<file path="src/rtl/rmj_pkg.sv">
// Shared constants for the radar measurement Jacobian block.
`timescale 1ns / 1ps
package rmj_pkg;

  // Guard register (Q8.32 squared range threshold).
  localparam int GUARD_WIDTH = 40;
  localparam logic [GUARD_WIDTH-1:0] GUARD_RESET = 40'd429497;

endpackage

</file>
<file path="src/rtl/rmj_div.sv">
// Pipelined restoring divider, one quotient bit per stage, overflow flag.
`timescale 1ns / 1ps
module rmj_div #(
  parameter int NW = 48,
  parameter int DW = 32,
  parameter int QW = 32
) (
  input  logic          clk,
  input  logic          en,
  input  logic [NW-1:0] num,
  input  logic [DW-1:0] den,
  output logic [QW-1:0] quo,
  output logic          ovf
);
  import rmj_pkg::*;

  localparam int TW = NW - QW;
  localparam int MW = (TW > DW) ? TW : DW;

  logic [DW-1:0] rem [0:QW];
  logic [QW-1:0] low [0:QW];
  logic [QW-1:0] q   [0:QW];
  logic [DW-1:0] d   [0:QW];
  logic          ov  [0:QW];

  logic [MW-1:0] top_ext;
  logic [MW-1:0] den_ext;

  assign top_ext = MW'(num[NW-1:QW]);
  assign den_ext = MW'(den);

  // quotient needs more than QW bits when the upper part already reaches den
  always_ff @(posedge clk) begin
    if (en) begin
      ov[0]  <= top_ext >= den_ext;
      rem[0] <= top_ext[DW-1:0];
      low[0] <= num[QW-1:0];
      q[0]   <= '0;
      d[0]   <= den;
    end
  end

  for (genvar k = 1; k <= QW; k++) begin : g_step
    logic [DW:0] sh;
    logic        ge;
    logic [DW:0] diff;

    assign sh   = {rem[k-1], low[k-1][QW-1]};
    assign diff = sh - {1'b0, d[k-1]};
    assign ge   = sh >= {1'b0, d[k-1]};

    always_ff @(posedge clk) begin
      if (en) begin
        rem[k] <= ge ? diff[DW-1:0] : sh[DW-1:0];
        low[k] <= {low[k-1][QW-2:0], 1'b0};
        q[k]   <= {q[k-1][QW-2:0], ge};
        d[k]   <= d[k-1];
        ov[k]  <= ov[k-1];
      end
    end
  end

  assign quo = q[QW];
  assign ovf = ov[QW];

endmodule

</file>
<file path="config.mk">
export PLATFORM = sky130hd
export DESIGN_NAME = rmj_div
export DESIGN_NICKNAME = d
export VERILOG_FILES = /design/src/rtl/rmj_pkg.sv /design/src/rtl/rmj_div.sv
export SDC_FILE = /design/constraint.sdc
export NUM_CORES = 2
export LEC_CHECK = 0
export ABC_AREA = 0
export BUFFER_PORTS_ARGS = -buffer_cell sky130_fd_sc_hd__buf_2
export CORE_MARGIN = 8
export CORE_UTILIZATION = 55
export DETAILED_ROUTE_END_ITERATION = 12
export GPL_ROUTABILITY_DRIVEN = 0
export GPL_TIMING_DRIVEN = 0
export PLACE_DENSITY = 0.71
export SKIP_LAST_GASP = 1
export SLEW_MARGIN = 40
export SYNTH_ARGS = -nofsm -noshare
export SYNTH_HDL_FRONTEND = slang
export SYNTH_MEMORY_MAX_BITS = 65536
export SYNTH_SLANG_ARGS = --single-unit
</file>
<file path="constraint.sdc">
create_clock -name clk -period 4.8 [get_ports clk]
set_input_delay 0.96 -clock clk [delete_from_list [all_inputs] [get_ports clk]]
set_output_delay 0.96 -clock clk [all_outputs]
set_load 0.02 [all_outputs]
</file>
; ---- Yosys cells after proc, flatten, opt, wreduce, memory -nomap -nowiden
; Memories as Yosys holds them, arrays and structs flattened.
; Index checks and enable logic that the tools add are counted.
[totals]
ff_bits = 0
latchBits = 0
mem_bits_rw = 4257
rom_bits = 0
output_inout_bits = 33
mem_count = 5
[mem_list]
columns = name, depth, width, read_ports, rd_clocked_by_memory_dff, write_ports, line_no
row1 = d, 33, 32, 32, 0, 33, rmj_div.sv:23  ; logic [DW-1:0] d [0:QW];
row2 = low, 33, 32, 32, 0, 33, rmj_div.sv:21  ; logic [QW-1:0] low [0:QW];
row3 = q, 33, 32, 33, 0, 33, rmj_div.sv:22  ; logic [QW-1:0] q [0:QW];
row4 = rem, 33, 32, 32, 0, 33, rmj_div.sv:20  ; logic [DW-1:0] rem [0:QW];
row5 = ov, 33, 1, 33, 0, 33, rmj_div.sv:24  ; logic ov [0:QW];
[classes]
add_sub_neg = 32
mul = 0
n_div = 0
magnitude_cmp = 33
n_eq_ne = 0
n_shift = 0
muxes = 34
bitwise = 0
reduce_logical = 0
[op_table]
columns = cell, n
row1 = $ge A33 B32 Y1, 32
row2 = $mux W32, 32
row3 = $sub A32 B32 Y32, 32
row4 = $ge A16 B32 Y1, 1
row5 = $mux W1, 2

; ---- Depth between registers and ports, before layout
; An unclocked memory read counts as a cell.
[logic_depth]
depth_word = 3
mapped_depth = 16
ltp_nobuf = 14

; ---- Least setup slack after synthesis
; Ideal clock, no wire load.
[synth_path]
path_kind = register to register
startpoint = memory rem[25][7], in the netlist rem[0][807]
endpoint = memory rem[26][3], in the netlist rem[0][835] (data pin)
setup_time_ns = 0.260
arrival_time_ns = 3.119
slack_ns = 1.421
path_stages_with_launch = 14
path_buffers = 1
path_cell_list = edfxtp_1 ha_1 a21o_1 a21o_1 a21oi_1 o31a_2 o21ai_2 a221o_2 a221o_2 a21oi_2 o31a_4 a31oi_4 buf_6 mux2_4
[synth_lines]
columns = item, line_no
row1 = from (decl), rmj_div.sv:20

==> flow_metrics.env <==
export IMPL_run_status="finished clean"
export IMPL_hold_violations=0
export IMPL_area_growth_pct=10.9
export IMPL_min_period_ps=4680
export IMPL_fill_cells=21634
export IMPL_overflow=0
export IMPL_ios=115
export IMPL_vias=102259
export IMPL_post_drt_wl_per_cell_um=20.0
export IMPL_critPathSlowestCell="clkbuf_1"
export IMPL_layout_cells_non_filler=17310
export IMPL_worstPathRequired_ps=5370
export IMPL_yosys_area_top_type="edfxtp_1"
export IMPL_swShare_pct=36.8
export IMPL_cts_tree="yes"
export IMPL_yosysSeqAreaShare_pct=59.6
export IMPL_hold_depth=1
export IMPL_tightest_slew_ps=965
export IMPL_wirelength_um=347000
export IMPL_pwr_share_comb_pct=41.7
export IMPL_leakagePower_uw=0.0700
export IMPL_worstSkewPairLatency_ps=920
export IMPL_cts_root_buf="clkbuf_16"
export IMPL_ctsHoldBuffers=0
export IMPL_maxSlewHeadroom_pct=35.1
export IMPL_intPower_uw=73900
export IMPL_clockBufferDepth=4
export IMPL_via_per_inst=5.91
export IMPL_ys_warn_count=0
export IMPL_synth_avg_cell_area_um2=12.3
export IMPL_ys_flop_type="edfxtp_1"
export IMPL_drt_initial_drc_count=9926
export IMPL_p_per_area_nw_per_um2=671
export IMPL_crit_type="reg2reg"
export IMPL_cts_resized=1
export IMPL_worstHoldEndpoint="low[0][28]$_DFFE_PP_"
export IMPL_multi_input_area_um2=57500
export IMPL_p_sw_uw=43000
export IMPL_num_nets_final=14410
export IMPL_setup_violations=0
export IMPL_hpwl_um=256000
export IMPL_r2r_slack_ps=120
export IMPL_crit_chain="inv_1 -> ha_1 -> nand2_1 -> o21ai_0 -> a32o_1 -> a21o_1 -> o21ai_1 -> o41ai_1 -> a221oi_1 -> o21a_1 -> clkbuf_1 -> clkbuf_1 -> o21ai_0"
export IMPL_final_common_cell="edfxtp_1"
export IMPL_synth_seq_cells=3121
export IMPL_place_inst=16698
export IMPL_clock_fmax_mhz=214
export IMPL_async_flop_share_pct=0
export IMPL_cts_inserted_buffers=335
export IMPL_synth_area_um2=157000
export IMPL_antenna_found_initial=10
export IMPL_die_area_um2=303000
export IMPL_grt_max_degree=124
export IMPL_cts_htree_levels=5
export IMPL_cp_arrival_ps=5250
export IMPL_skew_ps=56.3
export IMPL_layout_area_seq_um2=93700
export IMPL_drive_gt1_share_pct=8.56
export IMPL_clkPwrFrac_pct=22.1
export IMPL_worstHoldStart="num[28]"
export IMPL_die_w_um=551
export IMPL_cts_setup_buffers=0
export IMPL_synth_distinct_cells=111
export IMPL_grt_pass1_wl_um=541000
export IMPL_synth_cells=12793
export IMPL_grt_pass1_vias=100647
export IMPL_power_uw=117000
export IMPL_netlist_top_cells_area="edfxtp_1, ha_1, a21oi_1, inv_1, o21ai_0"
export IMPL_die_h_um=551
export IMPL_ir_worst_vdd_mv=0.427
export IMPL_min_path_type="in2reg"
export IMPL_worstPathMaxFanout=10
export IMPL_synth_nets=13931
export IMPL_io_buffers=114
export IMPL_period_share_pct=97.5
export IMPL_report_final_slew_viol_count=0
export IMPL_drc=0
export IMPL_start_kind="register"
export IMPL_core_area_um2=285000
export IMPL_maxCapViolCount=0
export IMPL_layout_common_cells="edfxtp_1, inv_1, ha_1"
export IMPL_synth_top_cell_area_share_pct=59.6
export IMPL_cts_sinks=3121
export IMPL_ff2ff_path_depth=13
export IMPL_start_util_pct=55.2
export IMPL_r2r_end="rem[0][640]$_DFFE_PP_"
export IMPL_critPathCaptureType="register"
export IMPL_rows=196
export IMPL_r2r_start="d[0][615]$_DFFE_PP_"
export IMPL_p_seq_share_pct=36.3
export IMPL_synth_edf_count=3121
export IMPL_firstDrtPassIters=9
export IMPL_grt_usage_pct=22.2
export IMPL_cpPeakStageDelay_ps=520
export IMPL_ant_nets=0
export IMPL_cts_clk_slew_worst_paths_ps=60
==> cell usage after synthesis, drive strengths merged (94+ instances only) <==
cell type and instances:
o21ai 946, a21o 487, mux2 331, buf 95, ha 1025, nand2 943, nor3 125, xor2 358
clkbuf 185, a21oi 969, inv 1267, nand2b 130, nor2b 174, nand3 186, o21a 135, xnor2 459
a31oi 94, edfxtp 3121, nor2 604, o21bai 118, nand4 155
==> worst max-delay path by stage <==
stage,slack [ps],depth (start not counted),startpoint,end
after floorplan,1420,13,rem[0][807]$_DFFE_PP_,rem[0][835]$_DFFE_PP_
after global placement,-45710,1,en,q[1][30]$_DFFE_PP_
after detailed placement,-210,14,d[0][385]$_DFFE_PP_,rem[0][442]$_DFFE_PP_
after CTS,110,14,d[0][929]$_DFFE_PP_,rem[0][960]$_DFFE_PP_
after global routing,-3,13,low[0][575]$_DFFE_PP_,rem[0][600]$_DFFE_PP_
final,120,13,d[0][615]$_DFFE_PP_,rem[0][640]$_DFFE_PP_
==> area by class of cell <==
class | instances | share of cell area [%]
sequential | 3121 | 53.8
clock buffer | 387 | 4.98
clock inverter | 223 | 1.33
timing repair buffer | 143 | 0.794
antenna | 3 | 0.00431
multi-input combinational | 8125 | 33.0
buffer | 279 | 0.729
inverter | 1267 | 2.73
tap | 3762 | 2.70
==> per-stage QoR <==
| stage | utilization (%) | hold WS, ps | instance area, µm² | TNS, ps | setup slack (ps) |
|---|---|---|---|---|---|
| after floorplan | - | 400 | 157000 | 0 | 1420 |
| after global placement | 57.1 | 400 | 162000 | - | -45710 |
| after detailed placement | 57.3 | 405 | 163000 | -17990 | -214 |
| after CTS | 61.2 | 139 | 174000 | 0 | 115 |
| after global routing | 61.2 | 177 | 174000 | -2.63 | -2.63 |
| final | 61.2 | 215 | 174000 | 0 | 119 |
==> sequential cells by signal (all words and copies together), names as in the netlist <==
register  count
low         528
ov           33
q           528
d          1024
rem        1008
==> power groups by stage <==
| stage | clock, µW | combinational (µW) | sequential [µW] |
|---|---|---|---|
| 3_3_place_gp | 0 | 45800 | 45400 |
| 5_1_grt | 27400 | 53500 | 42900 |
| 4_1_cts | 26500 | 48000 | 42400 |
| 6_report | 25800 | 48700 | 42400 |
| 2_1_floorplan | 0 | 36000 | 40900 |
| 3_5_place_dp | 0 | 47500 | 42900 |
==> critical path, delay by kind of cell (launching register included) <==
| family | cells | cell delay [ps] |
|---|---|---|
| AOI/OAI and AO/OA | 8 | 2380 |
| DFF | 1 | 470 |
| adders and majority gates | 1 | 390 |
| and+or+nand+nor | 1 | 100 |
| buffers and inverters | 3 | 1000 |
==> cell families (layout without fill, tap and decap cells) <==
family	count (synthesis)	after routing	share of synthesized area (%)
compound gates	3266	3266	12.9
xor+xnor	817	817	4.55
fa+ha+maj	1056	1056	8.55
buf+inv	1547	2299	3.84
flops	3121	3121	59.6
mux	367	367	2.72
other cells	0	3	0
simple gates	2619	2619	7.83
==> metal layers <==
metal / up-vias / global-route usage (%) / routed length (µm)
met1: 49233 / 28.0 / 140000
met4: 12 / 9.54 / 15800
met2: 3872 / 38.2 / 169000
met5: - / 0 / 74
met3: 1021 / 3.19 / 21700
li1: 48121 / - / -
Note: power is estimated with default switching activity, not from simulation.
