$ cat src/rtl/rmj_pkg.sv
// Shared constants for the radar measurement Jacobian block.
`timescale 1ns / 1ps
package rmj_pkg;

  // Guard register (Q8.32 squared range threshold).
  localparam int GUARD_WIDTH = 40;
  localparam logic [GUARD_WIDTH-1:0] GUARD_RESET = 40'd429497;

endpackage

$ cat src/rtl/rmj_delay.sv
// Enable-gated delay line carrying a valid bit and a payload.
`timescale 1ns / 1ps
module rmj_delay #(
  parameter int WIDTH = 8,
  parameter int DEPTH = 1
) (
  input  logic             clk,
  input  logic             rst,
  input  logic             en,
  input  logic             in_valid,
  input  logic [WIDTH-1:0] in_data,
  output logic             out_valid,
  output logic [WIDTH-1:0] out_data
);
  import rmj_pkg::*;

  logic             vld  [0:DEPTH-1];
  logic [WIDTH-1:0] data [0:DEPTH-1];

  for (genvar k = 0; k < DEPTH; k++) begin : g_tap
    if (k == 0) begin : g_first
      always_ff @(posedge clk) begin
        if (rst) begin
          vld[k] <= 1'b0;
        end else if (en) begin
          vld[k] <= in_valid;
        end
      end
      always_ff @(posedge clk) begin
        if (en) begin
          data[k] <= in_data;
        end
      end
    end else begin : g_rest
      always_ff @(posedge clk) begin
        if (rst) begin
          vld[k] <= 1'b0;
        end else if (en) begin
          vld[k] <= vld[k-1];
        end
      end
      always_ff @(posedge clk) begin
        if (en) begin
          data[k] <= data[k-1];
        end
      end
    end
  end

  assign out_valid = vld[DEPTH-1];
  assign out_data  = data[DEPTH-1];

endmodule

$ cat config.mk
export PLATFORM = sky130hd
export DESIGN_NAME = rmj_delay
export DESIGN_NICKNAME = d
export VERILOG_FILES = /design/src/rtl/rmj_pkg.sv /design/src/rtl/rmj_delay.sv
export SDC_FILE = /design/constraint.sdc
export NUM_CORES = 1
export LEC_CHECK = 0
export BUFFER_PORTS_ARGS = -buffer_cell sky130_fd_sc_hd__buf_2
export CAP_MARGIN = 15
export CORE_AREA = 2 2 39 41
export DETAILED_ROUTE_END_ITERATION = 16
export DIE_AREA = 0 0 41 43
export PLACE_DENSITY = 0.57
export SLEW_MARGIN = 20
export SYNTH_ARGS = -nofsm -noshare
export SYNTH_HDL_FRONTEND = slang
export SYNTH_SLANG_ARGS = --single-unit
export TNS_END_PERCENT = 20
$ cat constraint.sdc
create_clock -name clk -period 0.8 [get_ports clk]
set_input_delay 0 -clock clk [delete_from_list [all_inputs] [get_ports clk]]
set_output_delay 0 -clock clk [all_outputs]
set_load 0.005 [all_outputs]
======== Yosys cells after proc, flatten, opt, wreduce, memory -nomap -nowiden ========
Memories as Yosys holds them, arrays and structs flattened.
Index checks and enable logic that the tools add are counted.
cells by class
  $add $sub $neg .......................... 0
  reduce and logical (&&, ||, !) cells .... 1
  muxes and demuxes ....................... 8
  equal/unequal tests ..................... 0
  multiply operators ...................... 0
  shift operators ......................... 0
  order comparisons ....................... 0
  divide/modulo/power cells ............... 0
  bitwise operators ....................... 0
operators with widths
  operator            number
  1-bit 2-to-1 mux    8
  1-bit OR reduction  1
word-level totals
  memories kept ........................... 2
  memory bits (writable) .................. 9
  input port bits ......................... 12
  bits in latches ......................... 0
  word-level logic and storage cells ...... 11
  output and inout port bits .............. 9
  memory bits (read-only) ................. 0
  register bits ........................... 0
memory list
  name  words  width  read ports  clocked after memory_dff  write ports  line             source
  data  1      8      1           0                         1            rmj_delay.sv:18  logic [WIDTH-1:0] data [0:DEPTH-1];
  vld   1      1      1           0                         1            rmj_delay.sv:17  logic vld [0:DEPTH-1];

======== Longest topological paths before layout ========
Gate-level depths: netlist of run 1.
  depth in word-level cells ............... 5
  depth in mapped cells ................... 1
  gate-level depth less buffers ........... 1

======== Worst setup path before layout of run 1 ========
OpenSTA, ideal clock, no wires.
  kind .................................... input -> register
  start ................................... input en
  end ..................................... memory vld[0], enable pin
  path slack .............................. 0.344 ns
  buffers on the path ..................... 0
  stages on the path ...................... 1
  data arrival time ....................... 0.209 ns
  cell sequence ........................... or2_1
on the way
  cells in the longest elaborated chain, start to end .. 5
ends and longest elaborated chain
  what                                      line             source
  start: declaration                        rmj_delay.sv:9   input logic en,
  1-bit 2-to-1 mux *                        rmj_delay.sv:25  end else if (en) begin
  1-bit 2-to-1 mux *                        rmj_delay.sv:23  if (rst) begin
  1-bit 2-to-1 mux (implied by the code) *  rmj_delay.sv:26  vld[k] <= in_valid;
  1-bit OR reduction (no source line)       --
  1-bit 2-to-1 mux (no source line) *       --
  end: declaration                          rmj_delay.sv:17
Every way passes the cells marked *; elsewhere a longest branch is shown, timed or not.

======== Worst setup path after layout of run 1 ========
  start ................................... memory data[0][2]
  end ..................................... output out_data[2]
on the way
  cells in the longest elaborated chain, start to end .. 1
ends and longest elaborated chain
  what                line             source
  start: declaration  rmj_delay.sv:18
  memory 1 x 8 bit    --
  end: declaration    rmj_delay.sv:13  output logic [WIDTH-1:0] out_data
No other way between the ends.

==> key figures, run 1 <==
Worst setup path
  • Kind of start point of the critical path: flip-flop
  • CP Data Arrival Time: about 0.75 ns
  • Worst path top cell family by delay: flip-flops
  • WP buf/inv: 1
  • CP max-delay cell: edfxtp_1
  • CP max stage delay: approximately 0.36 ns
  • Crit Path Category: flip-flop to output port
  • CP endpoint kind: output port
  • CP Max Fanout: 1
  • Worst path required time: 0.80 ns
  • Crit-path cells: buf_2

Place
  • Gpl congestion: between 0.6 and 0.7
  • Post-DP Area: between 400 and 500 um2
  • # port buffers: 20

Final layout
  • Ant diodes: 0
  • Leading cell types in the layout, fill and taps excluded: 20 x buf_2, 9 x edfxtp_1, 8 x dlygate4sd3_1
  • Area of the multi-input gates: between 15 and 20 um2
  • Fillcell total: roughly 140
  • Post-route cell area: slightly above 500 um2
  • Syn-to-layout area delta: 79.0%
  • Layout cells sized above 1: 0.558
  • Most common cell after layout, fill and taps aside: buf_2
  • Area occupied by registers: approximately 270 um2
  • Final Util: 0.371
  • Fin nets: 56

Clock network
  • CTS tree: yes
  • CTS Sinks: 9
  • Clk buf depth: 2
  • Clk slew on worst S/H paths: 0.06 ns
  • Num CTS Buffers: 3
  • CTS resizes: 0
  • Root buffer cell: clkbuf_4
  • Hold Buf Count CTS: 8
  • H-tree Lvls: 1
  • Post-CTS Setup Inserts: 0

Pwr
  • Power Density: 1960 nW/um2
  • Comb pwr share: 0.107
  • Lkg Pwr: between 0.2 and 0.25 nW
  • Peak supply drop: ~0.83 mV
  • P_sw: about 0.00018 W
  • Clock Power Share: 0.328
  • Sw Ratio: 0.184
  • Reg power frac: 0.565
  • Power Internal: between 0.0008 and 0.0009 W

Global routing
  • Initial antenna violation count: 0
  • Vias in the first global route: just over 200
  • Global-route wire length before repair: 759 um
  • Largest net degree at the start of global routing: 11
  • Overall global routing resource usage: 0.0674
  • GRT Residual Overflow: 0

Die
  • I/O pin total: 21
  • Core area: around 1400 um2
  • Placement Rows: 14
  • Die height: 43 um
  • Initial Util: 0.207
  • Die ar.: 1760 um2
  • Die width: between 40 and 50 um

Routing
  • First drt pass iteration count: 3
  • DRC viols: 0
  • Final WL: between 500 and 600 um
  • Via-per-instance ratio: between 3 and 4
  • Routed wire per std cell: approximately 9.4 um
  • ANT nets after route: 0
  • Iter 0 DRT Violations: 2
  • Vias post-DR: 214

STA
  • Total negative setup slack: 0 ns
  • Slew @ Worst Pin: 0.192 ns
  • Final hold viol count: 0
  • Max Fclk: approximately 1.3 GHz
  • Final setup fails: 0
  • Worst rel slew slack: 0.872
  • Final worst path period need: around 0.75 ns
  • RSZ-0062 raised after global routing: false
  • Final Max Tran Viols: 0
  • Period utilisation layout: 0.940

Yosys
  • Synth Register Bits: 9
  • Synthesized Nets: 23
  • Post-Syn Area: 287 um2
  • Mapped Cells: 11
  • Synth top area cells: edfxtp_1 94%, and3b_2 3.5%, or2_1 2.2%
  • Total of warnings raised by yosys: 0
  • Area leader, netlist: edfxtp_1
  • Avg Cell Area, Syn: between 20 and 30 um2
  • Synth cell types: 3
  • Synth top area share: 0.943
  • Sequential share of the synthesized area: 0.943

Worst hold path
  • HP Start: rst
  • Hold path depth: 2
  • Hold Path End: vld[0]$_DFFE_PP_
  • Worst Hold Class: input port to flip-flop

Status
  • Outcome: complete, no violations

Job
  • Number of max-cap violations: 0
layer usage:
metal / part of all wire / global-route usage / up-vias
met3: 0.18 / 0.0366 / 0
li1: - / - / 109
met4: 0 / 0.0400 / 0
met1: 0.43 / 0.0816 / 86
met5: 0 / 0 / -
met2: 0.39 / 0.0906 / 19
cells by family (layout without fill, tap and decap cells):
group         Yosys count  count (layout)  share of synthesized area
buf+inv                 0              32                          0
flops                   9               9                      0.943
simple gates            2               2                     0.0568
worst max-delay path by stage:
stage	endpoint	from	cells past startpoint	slack (ns)
CTS	out_valid	vld[0]$_DFFE_PP_	1	0.03
floorplan	vld[0]$_DFFE_PP_	en	1	0.34
detailed placement	vld[0]$_DFFE_PP_	en	2	0.14
finish	out_data[2]	data[0][2]$_DFFE_PP_	1	0.05
global placement	vld[0]$_DFFE_PP_	en	2	0.15
global route	out_valid	vld[0]$_DFFE_PP_	1	0.009
registers in the layout (all words and copies together) (netlist names):
name / count
data: 8
vld: 1
synth_stat cells:
cell,n
or2_1,1
edfxtp_1,9
and3b_2,1
power groups by stage:
stage	sequential, W	combinational (W)	clock [W]
6_report	0.000568	0.000107	0.000330
5_1_grt	0.000570	0.000120	0.000375
4_1_cts	0.000569	0.000108	0.000348
3_5_place_dp	0.000579	0.0000784	0
3_3_place_gp	0.000579	0.0000762	0
2_1_floorplan	0.000585	0.00000405	0
per-stage QoR:
stage               instances  setup slack [ns]  power (W)  hold WS (ns)
floorplan                  11             0.344   0.000589        0.0989
global placement           47             0.146   0.000655         0.178
detailed placement         47             0.138   0.000658         0.180
CTS                        59            0.0338    0.00103        0.0293
global route               59           0.00907    0.00107        0.0261
finish                     59            0.0480    0.00101        0.0399
area by class of cell:
type,instances,share of cell area
Multi-Input combinational cell,2,0.0317
Tap cell,16,0.0390
Timing Repair Buffer,28,0.351
Sequential cell,9,0.527
Clock buffer,4,0.0512
Note: power is estimated with default switching activity, not from simulation.
==> run 2: changes to the inputs <==
Settings changed: ABC_AREA from default to 1.
Clock period 0.8 ns to 0.9 ns, I/O delays scaled along.
==> key figures, run 2 <==
Status
  • Outcome: complete, no violations

Pwr
  • Power Density: 1760 nW/um2 (-10%)
  • Lkg Pwr: 0.223 nW (-1.0%)
  • P_sw: 0.000172 W (-7.1%)
  • Sw Ratio: 0.190 (+0.00683)
  • Power Internal: 0.000729 W (-11%)
  • Comb pwr share: 0.106 (about the same)
  • Peak supply drop: 0.736 mV (-12%)
  • Clock Power Share: 0.332 (+0.004)
  • Total Power: 0.000901 W (-10%)
  • Reg power frac: 0.562 (-0.003)

Yosys
  • Most common library cells after synthesis: 9 x edfxtp_1, 1 x nand2_1, 1 x nor2_1, 1 x or2_1
  • Avg Cell Area, Syn: 23.7 um2 (-9.1%)
  • Synth Register Bits: 9 (unchanged)
  • Count leader, synth: edfxtp_1
  • Synth cell types: 4 (+1)
  • Post-Syn Area: 284 um2 (-0.87%)
  • Synth top area share: 0.952 (+0.00831)
  • Post-synth ARST share: 0 (unchanged)
  • Synth top area cells: edfxtp_1 95%, or2_1 2.2%, nand2_1 1.3%
  • Sequential share of the synthesized area: 0.952 (+0.00831)
  • Mapped Cells: 12 (+1)
  • Total of warnings raised by yosys: 0 (unchanged)
  • Area leader, netlist: edfxtp_1
  • Number of flops mapped to enable cells by yosys: 9 (unchanged)
  • Top_reg_cell synth: edfxtp_1
  • Synthesized Nets: 24 (+4.3%)

Place
  • # port buffers: 20 (unchanged)
  • Dpl ws: 0.232 ns (+0.0932 ns)
  • Gpl congestion: 0.626 (+4.1%)

Clock network
  • Root buffer cell: clkbuf_4
  • H-tree Lvls: 1 (unchanged)
  • Clk buf depth: 2 (unchanged)
  • CTS Sinks: 9 (unchanged)
  • Clk slew on worst S/H paths: 0.06 ns (about the same)
  • Num CTS Buffers: 3 (unchanged)
  • CTS tree: yes

STA
  • Final Max Tran Viols: 0 (unchanged)
  • Period utilisation layout: 0.856
  • Worst rel slew slack: 0.866 (-0.00623)
  • RSZ-0062 raised after global routing: false
  • Final worst path period need: slightly below 0.8 ns
  • Final setup fails: 0 (unchanged)
  • Final hold viol count: 0 (unchanged)
  • Max Fclk: between 1 and 1.5 GHz
  • Total negative setup slack: 0 ns (unchanged)
  • Final setup margin: 0.130 ns (+0.0818 ns)
  • Slew @ Worst Pin: 0.201 ns (+0.00935 ns)

Routing
  • Via-per-instance ratio: 3.77 (+3.8%)
  • DRC viols: 0 (unchanged)
  • Iter 0 DRT Violations: 9 (+7)
  • Vias post-DR: 226 (+5.6%)
  • ANT nets after route: 0 (unchanged)
  • First drt pass iteration count: 2 (-1)
  • Final WL: 612 um (+9.9%)
  • Routed wire per std cell: 10.2 um (+8.0%)

Final layout
  • Final Util: 0.369 (-0.00181)
  • Layout cells sized above 1: 0.523 (-0.0354)
  • Most common cell after layout, fill and taps aside: buf_2
  • Fin nets: 57 (+1.8%)
  • Syn-to-layout area delta: 79.7%
  • Leading cell types in the layout, fill and taps excluded: 20 x buf_2, 9 x edfxtp_1, 8 x dlygate4sd3_1
  • Register with the most flip-flops: data
  • Biggest regs: data: 8 flops, vld: 1 flops
  • Max reg flops: 8 (unchanged)
  • Ant diodes: 0 (unchanged)

Die
  • Placement Rows: 14 (unchanged)
  • Initial Util: 0.205 (-0.00181)
  • I/O pin total: 21 (unchanged)
  • Die ar.: 1760 um2 (unchanged)
  • Die height: 43 um (unchanged)
  • Die width: 41 um (unchanged)
  • Core area: 1380 um2 (unchanged)

Worst setup path
  • Kind of start point of the critical path: flip-flop
  • CP Max Fanout: 1 (unchanged)
  • Worst path top cell family by delay: flip-flops
  • Worst path required time: 0.90 ns (+0.10 ns)
  • Crit-path cells: buf_2
  • CP endpoint kind: output port
  • CP Data Arrival Time: 0.77 ns (+0.02 ns)
  • Crit Path Category: flip-flop to output port
  • CP max-delay cell: edfxtp_1
  • CP max stage delay: 0.38 ns (+0.02 ns)
  • WP buf/inv: 1 (unchanged)

Job
  • Number of max-cap violations: 0 (unchanged)

Global routing
  • Overall global routing resource usage: 0.0878 (+0.0204)
  • Largest net degree at the start of global routing: 11 (unchanged)
  • Vias in the first global route: 238 (+18%)
  • Global-route wire length before repair: 890 um (+17%)
  • Initial antenna violation count: 0 (unchanged)
  • GRT Residual Overflow: 0 (unchanged)

Worst hold path
  • Worst Hold Class: input port to flip-flop
==> run 2: cell count changes after synthesis <==
cell	change
and3b_2	-1
nand2_1	+1
nor2_1	+1
==> run 2: cells by family after synthesis <==
logic type | after synthesis | share of synthesized area
flip-flops | 9 | 0.952
AND/OR/NAND/NOR | 3 | 0.0484
==> run 2: cell type report <==
| class | count | area (um2) |
|---|---|---|
| Timing Repair Buffer | 28 | 180 |
| Tap cell | 16 | 20.0 |
| Multi-Input combinational cell | 3 | 13.8 |
| Sequential cell | 9 | 270 |
| Fill cell | 135 | 873 |
| Clock buffer | 4 | 26.3 |
==> run 2: stage by stage <==
| stage | instances | hold slack (ns) | instance area [um2] |
|---|---|---|---|
| final | 60 | 0.0275 | 510 |
| after global routing | 60 | 0.0241 | 510 |
| after CTS | 60 | 0.00723 | 510 |
| after detailed placement | 48 | 0.178 | 404 |
| after global placement | 48 | 0.177 | 404 |
| after floorplan | 12 | 0.0989 | 284 |
==> run 2: power groups by stage <==
stage | combinational, W | sequential, W | clock [W]
6_report | 0.0000954 | 0.000506 | 0.000299
5_1_grt | 0.000108 | 0.000508 | 0.000352
4_1_cts | 0.0000968 | 0.000506 | 0.000327
3_5_place_dp | 0.0000700 | 0.000515 | 0
3_3_place_gp | 0.0000685 | 0.000515 | 0
2_1_floorplan | 0.00000330 | 0.000520 | 0
==> run 2: repair_timing <==
item	in CTS	in global routing
endpoints found under the hold margin	8	0
gates resized for setup	0	0
hold buffers	8	0
setup buffers	0	0
==> run 2: routing by layer <==
layer	track usage	part of all wire	up-vias
met5	0	0	-
met4	0.0800	0.0098	0
met3	0.0733	0.17	2
met2	0.109	0.40	21
met1	0.0850	0.42	93
li1	-	-	110
==> run 2: path summary, 6_finish.rpt <==
path / from / endpoint / slack, ns / depth (start not counted)
worst max-delay path: data[0][4]$_DFFE_PP_ / out_data[4] / 0.13 / 1
worst min-delay path: rst / vld[0]$_DFFE_PP_ / 0.03 / 2
==> run 3: changes to the inputs <==
Settings changed: MAX_ROUTING_LAYER from default to met4.
==> key figures, run 3 (synthesis results as in run 2) <==
Worst setup path
  • Worst path required time: 0.90 ns (about the same)
  • CP endpoint kind: output port
  • CP max stage delay: 0.37 ns (about the same)
  • CP Max Fanout: 1 (unchanged)
  • Kind of start point of the critical path: flip-flop
  • Worst path top cell family by delay: flip-flops
  • WP buf/inv: 1 (unchanged)
  • Crit-path cells: buf_2
  • CP Data Arrival Time: 0.76 ns (about the same)
  • Crit Path Category: flip-flop to output port
  • CP max-delay cell: edfxtp_1

STA
  • Final setup margin: 0.137 ns (+0.00724 ns)
  • Slew @ Worst Pin: 0.197 ns (-0.00365 ns)
  • RSZ-0062 raised after global routing: false
  • Max Fclk: 1.31 GHz (+0.95%)
  • Total negative setup slack: 0 ns (unchanged)
  • Final worst path period need: 0.763 ns (-0.00724 ns)
  • Worst rel slew slack: 0.868 (+0.00243)
  • Final Max Tran Viols: 0 (unchanged)
  • Period utilisation layout: 0.848 (-0.00804)
  • Hold slack: 0.0276 ns (+0.0000483 ns)
  • Final setup fails: 0 (unchanged)
  • Final hold viol count: 0 (unchanged)

Place
  • Post-DP Area: 404 um2 (unchanged)
  • Gpl congestion: 0.631 (+0.77%)
  • Dpl ws: 0.232 ns (unchanged)
  • # port buffers: 20 (unchanged)

Pwr
  • P_sw: 0.000173 W (+0.66%)
  • Clock Power Share: 0.333 (about the same)
  • Sw Ratio: 0.191 (+0.00101)
  • Power Density: 1770 nW/um2 (+0.13%)
  • Lkg Pwr: 0.223 nW (unchanged)
  • Comb pwr share: 0.106 (about the same)
  • Power Internal: 0.000729 W (about the same)
  • Reg power frac: 0.561 (about the same)
  • Peak supply drop: 0.740 mV (+0.52%)
  • Total Power: 0.000902 W (+0.13%)

Routing
  • Iter 0 DRT Violations: 5 (-4)
  • Final WL: 610 um (-0.33%)
  • Via-per-instance ratio: 3.83 (+1.8%)
  • First drt pass iteration count: 4 (+2)
  • Vias post-DR: 230 (+1.8%)
  • DRC viols: 0 (unchanged)
  • Routed wire per std cell: 10.2 um (-0.33%)
  • ANT nets after route: 0 (unchanged)

Die
  • I/O pin total: 21 (unchanged)
  • Die width: 41 um (unchanged)
  • Placement Rows: 14 (unchanged)
  • Die height: 43 um (unchanged)
  • Die ar.: 1760 um2 (unchanged)
  • Core area: 1380 um2 (unchanged)
  • Initial Util: 0.205 (unchanged)

Final layout
  • Max reg flops: 8 (unchanged)
  • Layout cells sized above 1: 0.523 (unchanged)
  • Ant diodes: 0 (unchanged)
  • Biggest regs: data: 8 flops, vld: 1 flops
  • Fin nets: 57 (unchanged)
  • Post-route cell area: 510 um2 (unchanged)
  • Syn-to-layout area delta: 79.7% (unchanged)
  • Fillcell total: 135 (unchanged)
  • Leading cell types in the layout, fill and taps excluded: 20 x buf_2, 9 x edfxtp_1, 8 x dlygate4sd3_1
  • Register with the most flip-flops: data
  • Most common cell after layout, fill and taps aside: buf_2

Clock network
  • Num CTS Buffers: 3 (unchanged)
  • CTS tree: yes
  • Clk slew on worst S/H paths: 0.06 ns (about the same)
  • CTS resizes: 0 (unchanged)
  • Root buffer cell: clkbuf_4
  • Clk buf depth: 2 (unchanged)
  • CTS Sinks: 9 (unchanged)
  • H-tree Lvls: 1 (unchanged)

Global routing
  • Largest net degree at the start of global routing: 11 (unchanged)
  • Vias in the first global route: 238 (unchanged)
  • Overall global routing resource usage: 0.0901 (+0.00221)
  • GRT Residual Overflow: 0 (unchanged)
  • Initial antenna violation count: 0 (unchanged)
  • Global-route wire length before repair: 890 um (unchanged)

Job
  • Number of max-cap violations: 0 (unchanged)

Worst hold path
  • Worst Hold Class: input port to flip-flop

Status
  • Outcome: complete, no violations
==> run 3: power groups by stage <==
stage	logic, W	registers [W]	clock network, W
floorplan	0.00000330	0.000520	0
global placement	0.0000685	0.000515	0
detailed placement	0.0000700	0.000515	0
CTS	0.0000968	0.000506	0.000327
global route	0.000108	0.000508	0.000352
finish	0.0000956	0.000506	0.000300
==> run 3: layout make-up <==
class | instances | area (um2) | share of cell area
timing repair buffer | 28 | 180 | 0.353
tap | 16 | 20.0 | 0.0392
multi-input combinational | 3 | 13.8 | 0.0270
sequential | 9 | 270 | 0.529
clock buffer | 4 | 26.3 | 0.0515
==> run 3: routing by layer <==
metal / vias up / track usage / share of wire / routed length (um)
li1: 110 / - / - / -
met2: 23 / 0.109 / 0.40 / 244
met5: - / - / 0 / 0
met4: 0 / 0.0800 / 0.0098 / 6
met3: 2 / 0.0628 / 0.15 / 94
met1: 95 / 0.0918 / 0.43 / 265
==> run 3: worst paths after layout <==
kind / slack, ns / depth (start not counted) / to / from
max: 0.14 / 1 / out_data[4] / data[0][4]$_DFFE_PP_
min: 0.03 / 2 / vld[0]$_DFFE_PP_ / rst
==> run 3: through the flow <==
stage,cells,utilization
floorplan,12,-
global placement,48,0.292
detailed placement,48,0.292
CTS,60,0.369
global route,60,0.369
finish,60,0.369
==> run 3: what timing repair did <==
item	4_1_cts	5_1_grt
hold endpoints to repair	8	0
hold buffers	8	0
setup buffers	0	0
